File: src/design/cdsr_pkg.sv
// Shared types and constants of the coprocessor DMA status register block.
`timescale 1ns / 1ps

package cdsr_pkg;

  typedef enum logic [1:0] {
    CMD_READ      = 2'd0,
    CMD_WRITE     = 2'd1,
    CMD_DMA_DONE  = 2'd2,
    CMD_TASK_DONE = 2'd3
  } cmd_e;

  typedef enum logic [2:0] {
    REG_MEM_ADDR  = 3'd0,
    REG_DRAM_ADDR = 3'd1,
    REG_RD_LEN    = 3'd2,
    REG_WR_LEN    = 3'd3,
    REG_STATUS    = 3'd4,
    REG_FULL      = 3'd5,
    REG_BUSY      = 3'd6,
    REG_SEMAPHORE = 3'd7
  } reg_e;

  typedef enum logic [2:0] {
    ST_IDLE,
    ST_EXEC,
    ST_MUL,
    ST_UPD,
    ST_OUT
  } state_e;

  localparam int StatusW = 15;

  // Status bit positions.
  localparam int SbHalt   = 0;
  localparam int SbBroke  = 1;
  localparam int SbBusy   = 2;
  localparam int SbFull   = 3;
  localparam int SbSstep  = 5;
  localparam int SbIbreak = 6;
  localparam int SbSig0   = 7;
  localparam int SbTdone  = 9;
  localparam int NumSig   = 8;

  localparam logic [31:0]        LenReset    = 32'h0000_0ff8;
  localparam logic [StatusW-1:0] StatusReset = 15'h0001;

  // One queued transfer.
  typedef struct packed {
    logic        to_local;
    logic [31:0] len_word;
    logic [31:0] laddr;
    logic [31:0] eaddr;
  } queue_entry_t;

  // Commands from the controller to the datapath.
  typedef struct packed {
    logic load;
    logic exec;
    logic mul;
    logic upd;
  } dp_cmd_t;

  // Status from the datapath to the controller.
  typedef struct packed {
    logic start;
  } dp_sts_t;

endpackage

File: src/design/cdsr_ctrl.sv
// Sequencing state machine of the coprocessor DMA status register block.
`timescale 1ns / 1ps

module cdsr_ctrl (
  input  logic              clk_i,
  input  logic              rst_ni,
  input  logic              in_valid_i,
  output logic              in_stall_o,
  output logic              out_valid_o,
  input  logic              out_stall_i,
  input  cdsr_pkg::dp_sts_t sts_i,
  output cdsr_pkg::dp_cmd_t cmd_o
);

  cdsr_pkg::state_e state_q, state_d;

  always_ff @(posedge clk_i or negedge rst_ni) begin
    if (!rst_ni) begin
      state_q <= cdsr_pkg::ST_IDLE;
    end else begin
      state_q <= state_d;
    end
  end

  always_comb begin
    state_d = state_q;
    case (state_q)
      cdsr_pkg::ST_IDLE: begin
        if (in_valid_i) state_d = cdsr_pkg::ST_EXEC;
      end
      cdsr_pkg::ST_EXEC: begin
        state_d = sts_i.start ? cdsr_pkg::ST_MUL : cdsr_pkg::ST_OUT;
      end
      cdsr_pkg::ST_MUL: state_d = cdsr_pkg::ST_UPD;
      cdsr_pkg::ST_UPD: state_d = cdsr_pkg::ST_OUT;
      cdsr_pkg::ST_OUT: begin
        if (!out_stall_i) state_d = cdsr_pkg::ST_IDLE;
      end
      default: state_d = cdsr_pkg::ST_IDLE;
    endcase
  end

  always_comb begin
    in_stall_o  = 1'b1;
    out_valid_o = 1'b0;
    cmd_o       = '0;
    case (state_q)
      cdsr_pkg::ST_IDLE: begin
        in_stall_o = 1'b0;
        cmd_o.load = in_valid_i;
      end
      cdsr_pkg::ST_EXEC: cmd_o.exec = 1'b1;
      cdsr_pkg::ST_MUL:  cmd_o.mul  = 1'b1;
      cdsr_pkg::ST_UPD:  cmd_o.upd  = 1'b1;
      cdsr_pkg::ST_OUT:  out_valid_o = 1'b1;
      default: begin
        in_stall_o = 1'b1;
      end
    endcase
  end

  a_mul_then_upd: assert property (@(posedge clk_i) disable iff (!rst_ni)
    state_q == cdsr_pkg::ST_MUL |=> state_q == cdsr_pkg::ST_UPD)
    else $error("address update did not follow multiply");

  a_no_accept_with_result: assert property (@(posedge clk_i) disable iff (!rst_ni)
    out_valid_o |-> in_stall_o)
    else $error("input open while a result is pending");

endmodule

File: src/design/cdsr_dp.sv
// Register file, transfer queue and descriptor datapath of the DMA status block.
`timescale 1ns / 1ps

module cdsr_dp (
  input  logic              clk_i,
  input  logic              rst_ni,
  input  cdsr_pkg::dp_cmd_t cmd_i,
  output cdsr_pkg::dp_sts_t sts_o,
  input  logic [1:0]        cmd_in_i,
  input  logic [2:0]        reg_index_i,
  input  logic [31:0]       wdata_i,
  input  logic [31:0]       wmask_i,
  output logic [31:0]       rdata_o,
  output logic              dma_start_o,
  output logic              dma_to_local_o,
  output logic [12:0]       dma_local_addr_o,
  output logic [23:0]       dma_dram_addr_o,
  output logic [12:0]       dma_row_bytes_o,
  output logic [8:0]        dma_rows_o,
  output logic [11:0]       dma_row_skip_o,
  output logic              irq_raise_o,
  output logic              irq_clear_o
);

  function automatic logic pair_apply(logic cur, logic [1:0] p);
    logic r;
    r = cur;
    if (p == 2'b01) r = 1'b0;
    if (p == 2'b10) r = 1'b1;
    return r;
  endfunction

  // Architectural registers.
  logic [31:0] laddr_q, laddr_d, eaddr_q, eaddr_d;
  logic [31:0] rd_len_q, rd_len_d, wr_len_q, wr_len_d;
  logic [cdsr_pkg::StatusW-1:0] status_q, status_d;
  logic full_q, full_d, busy_q, busy_d, sem_q, sem_d;

  // Queue entries and latched transaction.
  cdsr_pkg::queue_entry_t ent0_q, ent0_d, ent1_q, ent1_d;
  cdsr_pkg::cmd_e cmd_q;
  cdsr_pkg::reg_e reg_q;
  logic [31:0] wdata_q, wmask_q;

  // Result registers and products.
  logic [31:0] rdata_q, rdata_d;
  logic        start_q, start_d, to_local_q, to_local_d;
  logic [12:0] loc_q, loc_d, row_bytes_q, row_bytes_d;
  logic [23:0] dram_q, dram_d;
  logic [8:0]  rows_q, rows_d;
  logic [11:0] skip_q, skip_d;
  logic        irq_raise_q, irq_raise_d, irq_clear_q, irq_clear_d;
  logic [21:0] prod_l_q, prod_l_d;
  logic [23:0] prod_e_q, prod_e_d;

  logic [31:0] w_st, masked_v;
  logic        push, begin_xfer;
  logic [13:0] span;
  cdsr_pkg::queue_entry_t new_ent, src;

  assign w_st     = wdata_q & wmask_q;
  assign span     = {1'b0, row_bytes_q} + {2'b00, skip_q};

  always_comb begin
    laddr_d     = laddr_q;
    eaddr_d     = eaddr_q;
    rd_len_d    = rd_len_q;
    wr_len_d    = wr_len_q;
    status_d    = status_q;
    full_d      = full_q;
    busy_d      = busy_q;
    sem_d       = sem_q;
    ent0_d      = ent0_q;
    ent1_d      = ent1_q;
    rdata_d     = rdata_q;
    start_d     = start_q;
    to_local_d  = to_local_q;
    loc_d       = loc_q;
    dram_d      = dram_q;
    row_bytes_d = row_bytes_q;
    rows_d      = rows_q;
    skip_d      = skip_q;
    irq_raise_d = irq_raise_q;
    irq_clear_d = irq_clear_q;
    prod_l_d    = prod_l_q;
    prod_e_d    = prod_e_q;
    push        = 1'b0;
    begin_xfer  = 1'b0;
    masked_v    = '0;
    new_ent     = '0;
    src         = ent1_q;

    if (cmd_i.exec) begin
      rdata_d     = '0;
      start_d     = 1'b0;
      to_local_d  = 1'b0;
      loc_d       = '0;
      dram_d      = '0;
      row_bytes_d = '0;
      rows_d      = '0;
      skip_d      = '0;
      irq_raise_d = 1'b0;
      irq_clear_d = 1'b0;
      new_ent.laddr = laddr_q;
      new_ent.eaddr = eaddr_q;

      case (cmd_q)
        cdsr_pkg::CMD_READ: begin
          case (reg_q)
            cdsr_pkg::REG_MEM_ADDR:  rdata_d = laddr_q;
            cdsr_pkg::REG_DRAM_ADDR: rdata_d = eaddr_q;
            cdsr_pkg::REG_RD_LEN:    rdata_d = rd_len_q;
            cdsr_pkg::REG_WR_LEN:    rdata_d = wr_len_q;
            cdsr_pkg::REG_STATUS:    rdata_d = {17'b0, status_q};
            cdsr_pkg::REG_FULL:      rdata_d = {31'b0, full_q};
            cdsr_pkg::REG_BUSY:      rdata_d = {31'b0, busy_q};
            cdsr_pkg::REG_SEMAPHORE: begin
              rdata_d = {31'b0, sem_q};
              sem_d   = 1'b1;
            end
            default: rdata_d = '0;
          endcase
        end
        cdsr_pkg::CMD_WRITE: begin
          case (reg_q)
            cdsr_pkg::REG_MEM_ADDR: begin
              laddr_d = (laddr_q & ~wmask_q) | (wdata_q & wmask_q);
            end
            cdsr_pkg::REG_DRAM_ADDR: begin
              eaddr_d = (eaddr_q & ~wmask_q) | (wdata_q & wmask_q);
            end
            cdsr_pkg::REG_RD_LEN: begin
              masked_v         = (rd_len_q & ~wmask_q) | (wdata_q & wmask_q);
              rd_len_d         = masked_v;
              push             = 1'b1;
              new_ent.to_local = 1'b1;
              new_ent.len_word = masked_v;
            end
            cdsr_pkg::REG_WR_LEN: begin
              masked_v         = (wr_len_q & ~wmask_q) | (wdata_q & wmask_q);
              wr_len_d         = masked_v;
              push             = 1'b1;
              new_ent.to_local = 1'b0;
              new_ent.len_word = masked_v;
            end
            cdsr_pkg::REG_STATUS: begin
              status_d[cdsr_pkg::SbHalt] =
                pair_apply(status_q[cdsr_pkg::SbHalt], w_st[1:0]);
              if (w_st[2]) status_d[cdsr_pkg::SbBroke] = 1'b0;
              irq_clear_d = (w_st[4:3] == 2'b01);
              irq_raise_d = (w_st[4:3] == 2'b10);
              status_d[cdsr_pkg::SbSstep] =
                pair_apply(status_q[cdsr_pkg::SbSstep], w_st[6:5]);
              status_d[cdsr_pkg::SbIbreak] =
                pair_apply(status_q[cdsr_pkg::SbIbreak], w_st[8:7]);
              for (int k = 0; k < cdsr_pkg::NumSig; k++) begin
                status_d[cdsr_pkg::SbSig0 + k] =
                  pair_apply(status_q[cdsr_pkg::SbSig0 + k], w_st[9 + 2 * k +: 2]);
              end
            end
            cdsr_pkg::REG_SEMAPHORE: sem_d = 1'b0;
            default: begin
              sem_d = sem_q;
            end
          endcase
        end
        cdsr_pkg::CMD_DMA_DONE: begin
          if (full_q) begin
            ent0_d                     = ent1_q;
            full_d                     = 1'b0;
            status_d[cdsr_pkg::SbFull] = 1'b0;
            begin_xfer                 = 1'b1;
            src                        = ent1_q;
          end else begin
            busy_d                     = 1'b0;
            status_d[cdsr_pkg::SbBusy] = 1'b0;
          end
        end
        cdsr_pkg::CMD_TASK_DONE: begin
          status_d[cdsr_pkg::SbHalt]  = 1'b1;
          status_d[cdsr_pkg::SbBroke] = 1'b1;
          status_d[cdsr_pkg::SbTdone] = 1'b1;
          irq_raise_d                 = status_q[cdsr_pkg::SbIbreak];
        end
        default: begin
          rdata_d = '0;
        end
      endcase

      if (push && !full_q) begin
        if (busy_q) begin
          ent1_d                     = new_ent;
          full_d                     = 1'b1;
          status_d[cdsr_pkg::SbFull] = 1'b1;
        end else begin
          ent0_d                     = new_ent;
          busy_d                     = 1'b1;
          status_d[cdsr_pkg::SbBusy] = 1'b1;
          begin_xfer                 = 1'b1;
          src                        = new_ent;
        end
      end

      if (begin_xfer) begin
        start_d     = 1'b1;
        to_local_d  = src.to_local;
        loc_d       = {src.laddr[12:3], 3'b000};
        dram_d      = {src.eaddr[23:3], 3'b000};
        row_bytes_d = {1'b0, src.len_word[11:3], 3'b111} + 13'd1;
        rows_d      = {1'b0, src.len_word[19:12]} + 9'd1;
        skip_d      = src.len_word[31:20];
        rd_len_d    = cdsr_pkg::LenReset;
      end
    end

    if (cmd_i.mul) begin
      prod_l_d = {13'b0, rows_q} * {9'b0, row_bytes_q};
      prod_e_d = {15'b0, rows_q} * {10'b0, span};
    end

    if (cmd_i.upd) begin
      laddr_d = {20'b0, {loc_q[11:3], 3'b000} + prod_l_q[11:0]};
      eaddr_d = {8'b0, dram_q + prod_e_q};
    end
  end

  always_ff @(posedge clk_i or negedge rst_ni) begin
    if (!rst_ni) begin
      laddr_q  <= '0;
      eaddr_q  <= '0;
      rd_len_q <= cdsr_pkg::LenReset;
      wr_len_q <= cdsr_pkg::LenReset;
      status_q <= cdsr_pkg::StatusReset;
      full_q   <= 1'b0;
      busy_q   <= 1'b0;
      sem_q    <= 1'b0;
    end else begin
      laddr_q  <= laddr_d;
      eaddr_q  <= eaddr_d;
      rd_len_q <= rd_len_d;
      wr_len_q <= wr_len_d;
      status_q <= status_d;
      full_q   <= full_d;
      busy_q   <= busy_d;
      sem_q    <= sem_d;
    end
  end

  always_ff @(posedge clk_i) begin
    if (cmd_i.load) begin
      cmd_q   <= cdsr_pkg::cmd_e'(cmd_in_i);
      reg_q   <= cdsr_pkg::reg_e'(reg_index_i);
      wdata_q <= wdata_i;
      wmask_q <= wmask_i;
    end
    ent0_q      <= ent0_d;
    ent1_q      <= ent1_d;
    rdata_q     <= rdata_d;
    start_q     <= start_d;
    to_local_q  <= to_local_d;
    loc_q       <= loc_d;
    dram_q      <= dram_d;
    row_bytes_q <= row_bytes_d;
    rows_q      <= rows_d;
    skip_q      <= skip_d;
    irq_raise_q <= irq_raise_d;
    irq_clear_q <= irq_clear_d;
    prod_l_q    <= prod_l_d;
    prod_e_q    <= prod_e_d;
  end

  assign sts_o.start      = begin_xfer;
  assign rdata_o          = rdata_q;
  assign dma_start_o      = start_q;
  assign dma_to_local_o   = to_local_q;
  assign dma_local_addr_o = loc_q;
  assign dma_dram_addr_o  = dram_q;
  assign dma_row_bytes_o  = row_bytes_q;
  assign dma_rows_o       = rows_q;
  assign dma_row_skip_o   = skip_q;
  assign irq_raise_o      = irq_raise_q;
  assign irq_clear_o      = irq_clear_q;

  a_full_needs_busy: assert property (@(posedge clk_i) disable iff (!rst_ni)
    full_q |-> busy_q)
    else $error("queue full without busy");

  a_status_tracks_queue: assert property (@(posedge clk_i) disable iff (!rst_ni)
    status_q[cdsr_pkg::SbBusy] == busy_q && status_q[cdsr_pkg::SbFull] == full_q)
    else $error("status queue bits disagree with queue flags");

  a_descriptor_sane: assert property (@(posedge clk_i) disable iff (!rst_ni)
    cmd_i.mul |-> start_q && rows_q != 9'd0 && row_bytes_q[2:0] == 3'b000)
    else $error("multiply step without a well-formed descriptor");

endmodule

File: src/design/coprocessor_dma_status_registers.sv
// Top level of the coprocessor DMA status register block.
`timescale 1ns / 1ps

// Register front end of a signal-processor DMA engine. Each input transaction
// is one bus read, one masked bus write, a dma-done event or a task-finished
// event, and it yields exactly one output transaction carrying the read data,
// an optional transfer descriptor and interrupt raise/clear pulses. The block
// works on one transaction at a time: it takes the transaction, executes it in
// the next cycle and, if it starts no transfer, presents the result in the
// cycle after; one that starts a transfer first has its end-of-transfer
// addresses computed through a registered multiply step followed by an add
// step. The result is held while out_stall_i is high. in_stall_o is low only
// while the block is empty. Writing a length register queues a transfer in a
// two-entry queue; a third one while the queue is full is dropped, though the
// length register still takes the write. When a transfer starts, dma_start_o
// is set and the descriptor fields hold the direction, local and external
// start addresses, row size rounded up to 8 bytes, row count and row skip;
// they are zero otherwise.
module coprocessor_dma_status_registers (
  input  logic        clk_i,
  input  logic        rst_ni,
  input  logic        in_valid_i,
  output logic        in_stall_o,
  input  logic [1:0]  cmd_i,
  input  logic [2:0]  reg_index_i,
  input  logic [31:0] wdata_i,
  input  logic [31:0] wmask_i,
  output logic        out_valid_o,
  input  logic        out_stall_i,
  output logic [31:0] rdata_o,
  output logic        dma_start_o,
  output logic        dma_to_local_o,
  output logic [12:0] dma_local_addr_o,
  output logic [23:0] dma_dram_addr_o,
  output logic [12:0] dma_row_bytes_o,
  output logic [8:0]  dma_rows_o,
  output logic [11:0] dma_row_skip_o,
  output logic        irq_raise_o,
  output logic        irq_clear_o
);

  // Command and status groups between the sequencer and the datapath.
  cdsr_pkg::dp_cmd_t dp_cmd;
  cdsr_pkg::dp_sts_t dp_sts;

  // The sequencer owns both handshakes and steps the datapath through
  // load, execute, and for a started transfer the multiply and update steps.
  cdsr_ctrl u_ctrl (
    .clk_i       (clk_i),
    .rst_ni      (rst_ni),
    .in_valid_i  (in_valid_i),
    .in_stall_o  (in_stall_o),
    .out_valid_o (out_valid_o),
    .out_stall_i (out_stall_i),
    .sts_i       (dp_sts),
    .cmd_o       (dp_cmd)
  );

  // The datapath holds every architectural register, the transfer queue and
  // the result register, which stays stable while the result is stalled.
  cdsr_dp u_dp (
    .clk_i            (clk_i),
    .rst_ni           (rst_ni),
    .cmd_i            (dp_cmd),
    .sts_o            (dp_sts),
    .cmd_in_i         (cmd_i),
    .reg_index_i      (reg_index_i),
    .wdata_i          (wdata_i),
    .wmask_i          (wmask_i),
    .rdata_o          (rdata_o),
    .dma_start_o      (dma_start_o),
    .dma_to_local_o   (dma_to_local_o),
    .dma_local_addr_o (dma_local_addr_o),
    .dma_dram_addr_o  (dma_dram_addr_o),
    .dma_row_bytes_o  (dma_row_bytes_o),
    .dma_rows_o       (dma_rows_o),
    .dma_row_skip_o   (dma_row_skip_o),
    .irq_raise_o      (irq_raise_o),
    .irq_clear_o      (irq_clear_o)
  );

endmodule
File: config.mk
export PLATFORM = sky130hd
export DESIGN_NAME = coprocessor_dma_status_registers
export DESIGN_NICKNAME = d
export VERILOG_FILES = /design/src/design/cdsr_pkg.sv /design/src/design/cdsr_ctrl.sv /design/src/design/cdsr_dp.sv /design/src/design/coprocessor_dma_status_registers.sv
export SDC_FILE = /design/constraint.sdc
export NUM_CORES = 1
export LEC_CHECK = 0
export BUFFER_PORTS_ARGS = -buffer_cell sky130_fd_sc_hd__buf_2
export CAP_MARGIN = 20
export CORE_AREA = 2 2 217 304
export CTS_CLUSTER_DIAMETER = 100
export DETAILED_ROUTE_END_ITERATION = 7
export DIE_AREA = 0 0 219 306
export GPL_TIMING_DRIVEN = 0
export PLACE_DENSITY = 0.67
export SETUP_SLACK_MARGIN = 0.4
export SLEW_MARGIN = 20
export SYNTH_ARGS = -nofsm -noshare
export SYNTH_HDL_FRONTEND = slang
export SYNTH_SLANG_ARGS = --single-unit
File: constraint.sdc
create_clock -name clk_i -period 6.46 [get_ports clk_i]
set_clock_uncertainty 0.15 [all_clocks]
set_input_delay 1.292 -clock clk_i [delete_from_list [all_inputs] [get_ports clk_i]]
set_output_delay 1.292 -clock clk_i [all_outputs]
set_load 0.1 [all_outputs]
==> flow_summary_export.csv <==
group,metric,value,unit
place,place_congestion,0.931,
drt,wl,79800,µm
timing,finalHoldViolCount,0,
setup_path,setup.worst_path.class,"reg2reg",
clock_network,insertion_delay,0.55,ns
yosys,avgSynthCellArea,10.7,µm²
drt,route.detailed.drc,0,
flow_run,drv_cap,0,
drt,drtPass1Iterations,5,
clock_network,clock-root-buffer,"clkbuf_16",
yosys,synth_fa_ha_area_frac,0.144,
setup_path,slowest_delay,0.53,ns
floorplanning,die_x,219,µm
yosys,synth-simple-area-share,0.143,
yosys,yosysWarningCount,0,
yosys,synth_flop_cell,"edfxtp_1",
yosys,ys_seq_elements,408,
timing,timing.final.crit_share,1.00,
worst_hold_path,worstHoldPathType,"reg2reg",
timing,fmax,155,MHz
setup_path,start_kind,"register",
floorplanning,rows,110,
yosys,syn_area,24200,µm²
yosys,synthCells,2261,
run_status,failed_checks,"negative setup slack",
yosys,yosys.area_share.xor_xnor,0.0236,
timing,worst_slack,-0.0109,ns
floorplanning,start_util,0.377,
final_layout,post-route-util,0.443,
global_route,grt_max_degree,93,
place,dp_hpwl,60000,µm
timing,slew_viol_final,0,
setup_path,worstPathMaxFanout,4,
clock_network,numCtsBuffers,38,
setup_path,arrival,6.60,ns
clock_network,clock_sinks,408,
setup_path,end_kind,"register",
global_route,grt_pass1_vias,19400,
global_route,grt_usage,0.237,
clock_network,htreeDepth,2,
run_status,status,"finished with violations",
timing,worstMarginPinSlew,1.18,ns
yosys,synth_edf_count,260,
final_layout,synthToLayoutAreaGrowth,17.6,%
drt,wire_per_inst,23.5,µm
setup_path,cp_slowest_cell,"or4_4",
yosys,synth_cell_type_count,74,
yosys,synthArstFlopShare,0.363,
clock_network,path_clk_slew,0.07,ns
drt,vias_per_cell,5.52,
final_layout,diodes,0,
yosys,ys_seq_area_frac,0.477,
floorplanning,die_y,306,µm
setup_path,crit_required,6.59,ns
timing,rsz0062_at_grt,"yes",
yosys,synth_mux_area_frac,0.0453,
timing,period_needed,6.47,ns
yosys,synth-compound-area-share,0.118,
global_route,grt_pass1_wl,119000,µm
final_layout,drive_above_1_share,0.173,
floorplanning,core,64100,µm²
drt,drtIter0Drc,1360,
clock_network,clockBufferDepth,3,
setup_path,crit_top_cell,"fa_1",
floorplanning,dieArea,67000,µm²
final_layout,fin_nets,2812,
global_route,antenna_found_initial,1,
floorplanning,ioPinCount,182,
drt,ant_nets,0,
yosys,synth_top_family_by_area,"adder cells",
drt,routed-via-count,18700,
clock_network,cts_tree,"built",
place,port_buffers,172,
timing,maxSlewHeadroom,0.212,
global_route,overflow,0,
timing,setup_viol_count_final,1,
final_layout,nFillCells,6095,
critical path, delay by kind of cell (launching register included):
family	cells	cell delay, ns
fa+ha+maj	7	2.76
compound gates	9	1.33
flops	1	0.52
buf+inv	5	0.39
xor+xnor	1	0.23
simple gates	3	0.81
worst paths after layout:
path,from,end,slack (ns),depth (start not counted)
setup / recovery,u_dp.dma_row_skip_o[3]$_SDFFCE_PP0P_,u_dp.prod_e_q[18]$_DFFE_PN_,-0.01,25
setup reg to reg,u_dp.dma_row_skip_o[3]$_SDFFCE_PP0P_,u_dp.prod_e_q[18]$_DFFE_PN_,-0.01,25
hold reg to reg,register,u_dp.ent1_q[14]$_DFFE_PP_,0.31,0
hold / removal,register,u_dp.ent1_q[14]$_DFFE_PP_,0.31,0
min in group asynchronous,rst_ni,asynchronous set/reset pin,0.54,1
max in group asynchronous,rst_ni,u_dp.wr_len_q[30]$_DFFE_PN0P_,4.73,2
metal layers:
layer / routed length, µm / GRT usage
met5: 10 / 0
met3: 4040 / 0.0239
met4: 5240 / 0.141
met2: 40400 / 0.420
met1: 30000 / 0.275
cell usage after synthesis, types with 52 or more instances:
| library cell | count | share of area |
|---|---|---|
| nand2_1 | 295 | 0.046 |
| edfxtp_1 | 260 | 0.32 |
| inv_1 | 170 | 0.026 |
| nor2_1 | 144 | 0.022 |
| dfrtp_1 | 129 | 0.13 |
| and2_1 | 110 | 0.028 |
| a21oi_1 | 109 | 0.023 |
| ha_1 | 108 | 0.056 |
| fa_1 | 106 | 0.088 |
| o21ai_0 | 106 | 0.022 |
| clkbuf_1 | 99 | 0.015 |
| nand3_1 | 60 | 0.012 |
| mux2i_1 | 52 | 0.022 |
layout by cell type, fill, tap and decap left out, types with 15 or more instances in the layout:
| master | count |
|---|---|
| a21o_1 | 19 |
| mux2_2 | 51 |
| and2_1 | 106 |
| fa_1 | 105 |
| a2111oi_0 | 17 |
| nor3_1 | 27 |
| xor2_1 | 22 |
| ha_1 | 100 |
| nand2b_1 | 18 |
| nand2_1 | 290 |
| edfxtp_1 | 260 |
| nand3_1 | 60 |
| o21ai_0 | 102 |
| xnor2_1 | 36 |
| a21oi_1 | 98 |
| clkbuf_16 | 41 |
| nor2_1 | 140 |
| nor2b_1 | 23 |
| dfstp_2 | 19 |
| o21a_1 | 15 |
| dfrtp_1 | 129 |
| buf_4 | 39 |
| inv_1 | 162 |
| clkbuf_1 | 101 |
| buf_2 | 182 |
| a211oi_1 | 20 |
| mux2i_1 | 52 |
| a22o_1 | 43 |
through the flow:
stage	TNS, ns	area [µm²]	setup WS (ns)	instances	hold slack, ns
final	-0.0109	28400	-0.0109	3394	0.305
after global routing	-0.486	28400	-0.219	3394	0.304
after CTS	-0.0343	28200	-0.0343	3382	0.295
after detailed placement	-1.86	26400	-0.685	3286	0.279
after global placement	-1.24	26200	-0.565	3281	0.275
after floorplan	-0.163	24300	-0.163	2269	0.275
state kept, by name, indices dropped and copies added, names as in the netlist, 12 cells and up, named ones only:
signal,cells
u_dp.prod_e_q,23
u_dp.rdata_o,32
u_dp.dma_dram_addr_o,21
u_dp.wdata_q,32
u_dp.wmask_q,32
u_dp.laddr_q,23
u_dp.rd_len_q,32
u_dp.status_q,14
u_dp.ent1_q,61
u_dp.wr_len_q,29
u_dp.dma_row_skip_o,12
what timing repair did:
action | in CTS | in global routing
hold buffers | 0 | 0
setup endpoints to repair | 13 | 12
pin swaps | 22 | 32
buffers inserted | 27 | 12
endpoints found under the hold margin | 0 | 0
gates resized for setup | 33 | 38
cell families (layout without fill, tap and decap cells):
logic type                 Yosys count  after routing
muxes                              103            103
other                                1              9
AOI/OAI and AO/OA                  436            436
xor gates and xnor gates            65             65
adders and majority gates          214            214
and+or+nand+nor                    735            735
DFF                                408            408
buffers and inverters              299            584
area by class of cell:
type,count,area [µm²],share of cell area
multi-input cells,1562,11900,0.419
inverters,172,648,0.0228
repair buffers,216,1310,0.0462
flip-flops and latches,408,11500,0.406
clock inverters,20,323,0.0114
clock buffers,49,1080,0.0379
plain buffers,127,557,0.0196
well taps,840,1050,0.0370
Power is left out: the tool's default activity adds up to more than one toggle a clock period on the data nets, which glitch-free logic cannot reach.
